<file path="config.mk">
export PLATFORM = sky130hd
export DESIGN_NAME = rrhh_ctrl
export DESIGN_NICKNAME = d
export VERILOG_FILES = /design/src/sv/rrhh_pkg.sv /design/src/sv/rrhh_ctrl.sv
export SDC_FILE = /design/constraint.sdc
export NUM_CORES = 1
export LEC_CHECK = 0
export BUFFER_PORTS_ARGS = -buffer_cell sky130_fd_sc_hd__buf_2
export CORE_AREA = 5 5 42 44
export CTS_BUF_LIST = sky130_fd_sc_hd__clkbuf_16
export DETAILED_ROUTE_END_ITERATION = 10
export DIE_AREA = 0 0 47 49
export GPL_TIMING_DRIVEN = 0
export MAX_ROUTING_LAYER = met4
export PLACE_DENSITY = 0.57
export SLEW_MARGIN = 30
export SYNTH_ARGS = -nofsm -noshare
export SYNTH_HDL_FRONTEND = slang
export SYNTH_SLANG_ARGS = --single-unit
</file>
<file path="constraint.sdc">
create_clock -name aclk -period 3.1 [get_ports aclk]
set_input_delay 0.155 -clock aclk [delete_from_list [all_inputs] [get_ports aclk]]
set_output_delay 0.155 -clock aclk [all_outputs]
set_load 0.01 [all_outputs]
</file>
<file path="src/sv/rrhh_pkg.sv">
// Shared types, widths and constants of the random-read heterozygosity histogram.
// Used by every module of the block; depends on nothing.
`default_nettype none

package rrhh_pkg;

    localparam int DEPTH_BINS_DEF = 1024;

    localparam int DEPTH_W    = 20;
    localparam int DP_W       = DEPTH_W + 1;
    localparam int BASE_W     = 3;
    localparam int BIN_IDX_W  = 10;
    localparam int CNT_W      = 32;
    localparam int GEN_W      = 48;
    localparam int DRAW_W     = 31;
    localparam int CHUNK_W    = 16;
    localparam int MUL_W      = 35;
    localparam int CFG_IDX_W  = 1;
    localparam int CFG_DATA_W = 48;

    localparam logic [MUL_W-1:0] LCG_MUL    = 35'h5DEECE66D;
    localparam logic [GEN_W-1:0] LCG_ADD    = 48'hB;
    localparam logic [GEN_W-1:0] SEED_RESET = 48'd253405757471;

    localparam logic [BASE_W-1:0] BASE_A = 3'd0;
    localparam logic [BASE_W-1:0] BASE_C = 3'd1;
    localparam logic [BASE_W-1:0] BASE_G = 3'd2;
    localparam logic [BASE_W-1:0] BASE_T = 3'd3;

    typedef enum logic [CFG_IDX_W-1:0] {
        CFG_SKIP_TRANS = 1'b0,
        CFG_SEED       = 1'b1
    } cfg_reg_t;

    typedef enum logic {
        OP_SITE = 1'b0,
        OP_READ = 1'b1
    } op_t;

    typedef enum logic [1:0] {
        ST_COUNTED    = 2'd0,
        ST_ZERO_DEPTH = 2'd1,
        ST_TRANS_SKIP = 2'd2,
        ST_TOO_DEEP   = 2'd3
    } site_status_t;

    typedef enum logic [3:0] {
        S_CLEAR,
        S_IDLE,
        S_DECODE,
        S_GEN_GO,
        S_GEN_WAIT,
        S_DIV_GO,
        S_DIV_WAIT,
        S_MEM_RD,
        S_MEM_WR,
        S_FINISH
    } ctrl_state_t;

    typedef struct packed {
        logic clear;
        logic capture;
        logic gen_start;
        logic div_start;
        logic take_draw;
        logic mem_rd;
        logic mem_wr;
        logic out_load;
    } rrhh_cmd_t;

    typedef struct packed {
        logic clr_last;
        logic is_read;
        logic zero_depth;
        logic trans_skip;
        logic dp_fits;
        logic gen_done;
        logic div_done;
        logic second_draw;
        logic out_free;
    } rrhh_stat_t;

    function automatic logic is_transition(input logic [BASE_W-1:0] rb,
                                           input logic [BASE_W-1:0] ab);
        return (rb == BASE_C && ab == BASE_T) || (rb == BASE_T && ab == BASE_C) ||
               (rb == BASE_G && ab == BASE_A) || (rb == BASE_A && ab == BASE_G);
    endfunction

endpackage

`default_nettype wire

</file>
<file path="src/sv/rrhh_ctrl.sv">
// Controller state machine that sequences clearing, sampling and count updates.
// Depends on rrhh_pkg.
`default_nettype none

module rrhh_ctrl (
    input  wire logic                 aclk,
    input  wire logic                 aresetn,
    input  wire logic                 s_valid,
    output logic                      s_ready,
    input  wire rrhh_pkg::rrhh_stat_t stat,
    output rrhh_pkg::rrhh_cmd_t       cmd
);
    import rrhh_pkg::*;

    ctrl_state_t state_reg;
    ctrl_state_t state_next;

    always_comb begin
        state_next = state_reg;
        unique case (state_reg)
            S_CLEAR: begin
                if (stat.clr_last) begin
                    state_next = S_IDLE;
                end
            end
            S_IDLE: begin
                if (s_valid) begin
                    state_next = S_DECODE;
                end
            end
            S_DECODE: begin
                priority if (stat.is_read) begin
                    state_next = S_MEM_RD;
                end else if (stat.zero_depth || stat.trans_skip) begin
                    state_next = S_FINISH;
                end else begin
                    state_next = S_GEN_GO;
                end
            end
            S_GEN_GO: state_next = S_GEN_WAIT;
            S_GEN_WAIT: begin
                if (stat.gen_done) begin
                    state_next = S_DIV_GO;
                end
            end
            S_DIV_GO: state_next = S_DIV_WAIT;
            S_DIV_WAIT: begin
                if (stat.div_done) begin
                    priority if (!stat.second_draw) begin
                        state_next = S_GEN_GO;
                    end else if (stat.dp_fits) begin
                        state_next = S_MEM_RD;
                    end else begin
                        state_next = S_FINISH;
                    end
                end
            end
            S_MEM_RD: state_next = stat.is_read ? S_FINISH : S_MEM_WR;
            S_MEM_WR: state_next = S_FINISH;
            S_FINISH: begin
                if (stat.out_free) begin
                    state_next = S_IDLE;
                end
            end
            default: state_next = S_CLEAR;
        endcase
    end

    always_comb begin
        s_ready       = state_reg == S_IDLE;
        cmd.clear     = state_reg == S_CLEAR;
        cmd.capture   = (state_reg == S_IDLE) && s_valid;
        cmd.gen_start = state_reg == S_GEN_GO;
        cmd.div_start = state_reg == S_DIV_GO;
        cmd.take_draw = (state_reg == S_DIV_WAIT) && stat.div_done;
        cmd.mem_rd    = state_reg == S_MEM_RD;
        cmd.mem_wr    = state_reg == S_MEM_WR;
        cmd.out_load  = (state_reg == S_FINISH) && stat.out_free;
    end

    always_ff @(posedge aclk) begin
        if (!aresetn) begin
            state_reg <= S_CLEAR;
        end else begin
            state_reg <= state_next;
        end
    end

endmodule

`default_nettype wire

</file>
==> metrics.txt <==
Total Routing Usage GR 0.116; fin cells 99; final-layout fill cell count 160; Overflow after GRT 0; Arr. time, crit path 1.28 ns; Synth warnings 0; Max-cap violations 0; Post-Place Cells 96; Fin. Hold Viols 0; Crit path largest cell delay roughly 0.41 ns; Avg Synthesized Cell Area 7.11 sq um; final setup vio count 0; min-delay worst type input pin to flip-flop; crit-path cells buf_6 > nand2_1 > nor3_2 > and2_1 > buf_2; vias in the first global route roughly 490; drt initial violations 4; hold path depth 3; worst-margin pin slew 0.326 ns; Final Cycle Share 0.464; nets just under 100; number of synthesized flops with an enable pin 0; Place WS 1.80 ns; Die X-Extent 47 um; Setup crit start state_reg[0]; I/O Pins 21; P per Cell Area ~520 mW/mm^2; Yosys reg bits 4; post-synth cell types 31; Worst Setup End Kind primary output; Slew headroom 0.781; routability cong. 0.842; post-synth top area cell dfxtp_1; Synth Flop Type dfxtp_1; CTS Sinks 4; clock skew about 0.0015 ns; largest net degree at the start of global routing 11; Synth async-reset ratio 0; num rows 14; drt via density 4.92; hold_sp stat[8]; Clock Pin Slew Worst Setup and Hold Paths 0.03 ns; Starting Density 0.304; DRC 0; Area contributors post-synth dfxtp_1 19%, nor2_1 7.9%, buf_6 7.9%; mapped cell area 427 sq um; outcome completed; most frequent cell after synthesis nor2_1; minimum hold slack 0.195 ns; first drt pass iteration count 4; unrepaired setup endpoints after global routing no; hold worst-path end state_reg[0]; share of layout cells above drive strength 1 0.410; clock tree buffer depth 2; first-pass GRT wire length 1950 um; Avg WL per Cell 11.6 um; Post-Synthesis Cells 60; maximum vdd drop approximately 0.49 mV; critical-path maximum fanout 10; core outline area 0.00140 sq mm; hold bufs inserted after CTS 0; DR vias 487; FMAX between 0.6 and 0.7 GHz; RR Startpoint state_reg[0]; Register-to-Register Setup Slack between 1.5 and 2 ns; Post-synth top cells 9 x nor2_1, 8 x nand2_1, 4 x dfxtp_1; Routed Antenna Nets 0; post-CTS resize count 0; Worst-Skew Late Latency 0.22 ns; r2r endpoint state_reg[1]; setup TNS 0 ns; sequential share of the synthesized area 0.188; hpwl dp about 940 um; die extent in y 49 um; area grow syn2layout 45.7%; Worst Reg-to-Reg Cells 4; H-Tree Depth 1; CTS Buf Count 3; max-slew violations 0; antenna violations before repair 0; port bufs 20; DIE AREA 0.00230 sq mm; Syn Nets 72; Inserted Diodes 0; CTS tree done; setup ws final 1.66 ns; CTS root buffer clkbuf_16; max FFs per register 4; Worst setup SP type flip-flop; DRT Wirelength approximately 1100 um; Util after Layout 0.444; Synth top area share 0.188; CP required 2.94 ns; Leak ~0.00028 uW; critical path's slowest cell dfxtp_1; Crit Path Class flip-flop to primary output; setup bufs post-CTS 0; minimum clock period 1.44 ns
==> worst max-delay path by stage <==
stage | slack, ns | end | cells past startpoint
after global placement | 1.82 | state_reg[1] | 4
after floorplan | 1.85 | state_reg[0] | 3
final | 1.66 | cmd[6] | 5
after CTS | 1.65 | cmd[6] | 5
after global routing | 1.53 | cmd[4] | 5
after detailed placement | 1.80 | state_reg[1] | 4
==> stage by stage <==
step | power (uW) | cell area [sq um]
6_report | 323 | 622
5_1_grt | 340 | 622
4_1_cts | 327 | 622
3_5_place_dp | 127 | 547
2_1_floorplan | 105 | 427
3_3_place_gp | 126 | 547
==> cell families (layout without fill, tap and decap cells) <==
| logic type | Yosys count | after routing | synth area share |
|---|---|---|---|
| AO/OA/AOI/OAI | 13 | 13 | 0.232 |
| flip-flops | 4 | 4 | 0.188 |
| buffers and inverters | 8 | 31 | 0.126 |
| AND/OR/NAND/NOR | 33 | 33 | 0.405 |
| multiplexers | 2 | 2 | 0.0499 |
==> where the power goes <==
| group | switching [uW] | leakage (uW) | total (uW) | internal (uW) |
|---|---|---|---|---|
| clock | 32.0 | 0.0000370 | 196 | 164 |
| combinational | 36.3 | 0.000212 | 67.5 | 31.2 |
| sequential | 3.66 | 0.0000326 | 58.6 | 55.0 |
==> cell usage in the layout, fill, tap and decap left out, types with 2 or more instances in the layout <==
cell type / netlist / final
nor3_1: 2 / 2
nand2_1: 8 / 8
dfxtp_1: 4 / 4
o21ai_0: 2 / 2
inv_1: 3 / 3
nor2_1: 9 / 9
nand4_1: 2 / 2
a21oi_1: 3 / 3
buf_6: 3 / 3
clkbuf_16: 0 / 3
buf_2: 1 / 21
nand3_1: 2 / 2
or2b_1: 2 / 2
==> critical path: cells and delay by family, from the launching register on <==
kind | cells | cell delay (ns)
AND/OR/NAND/NOR | 3 | 0.36
buffers and inverters | 2 | 0.29
flip-flops | 1 | 0.41
==> routing by layer <==
metal | global-route usage | up-vias | part of all wire
li1 | - | 258 | -
met1 | 0.143 | 218 | 0.45
met2 | 0.170 | 11 | 0.49
met3 | 0.0406 | 0 | 0.052
met4 | 0.0461 | 0 | 0
met5 | - | - | 0
==> final cells by class <==
cell class / count / area [sq um] / share of cell area
clock buffer: 3 / 75.1 / 0.121
timing repair buffer: 20 / 100 / 0.161
tap: 16 / 20.0 / 0.0322
sequential: 4 / 80.1 / 0.129
multi-input combinational: 48 / 293 / 0.471
buffer: 4 / 38.8 / 0.0624
inverter: 4 / 15.0 / 0.0241
No activity file was read; power rests on OpenSTA's default activity.
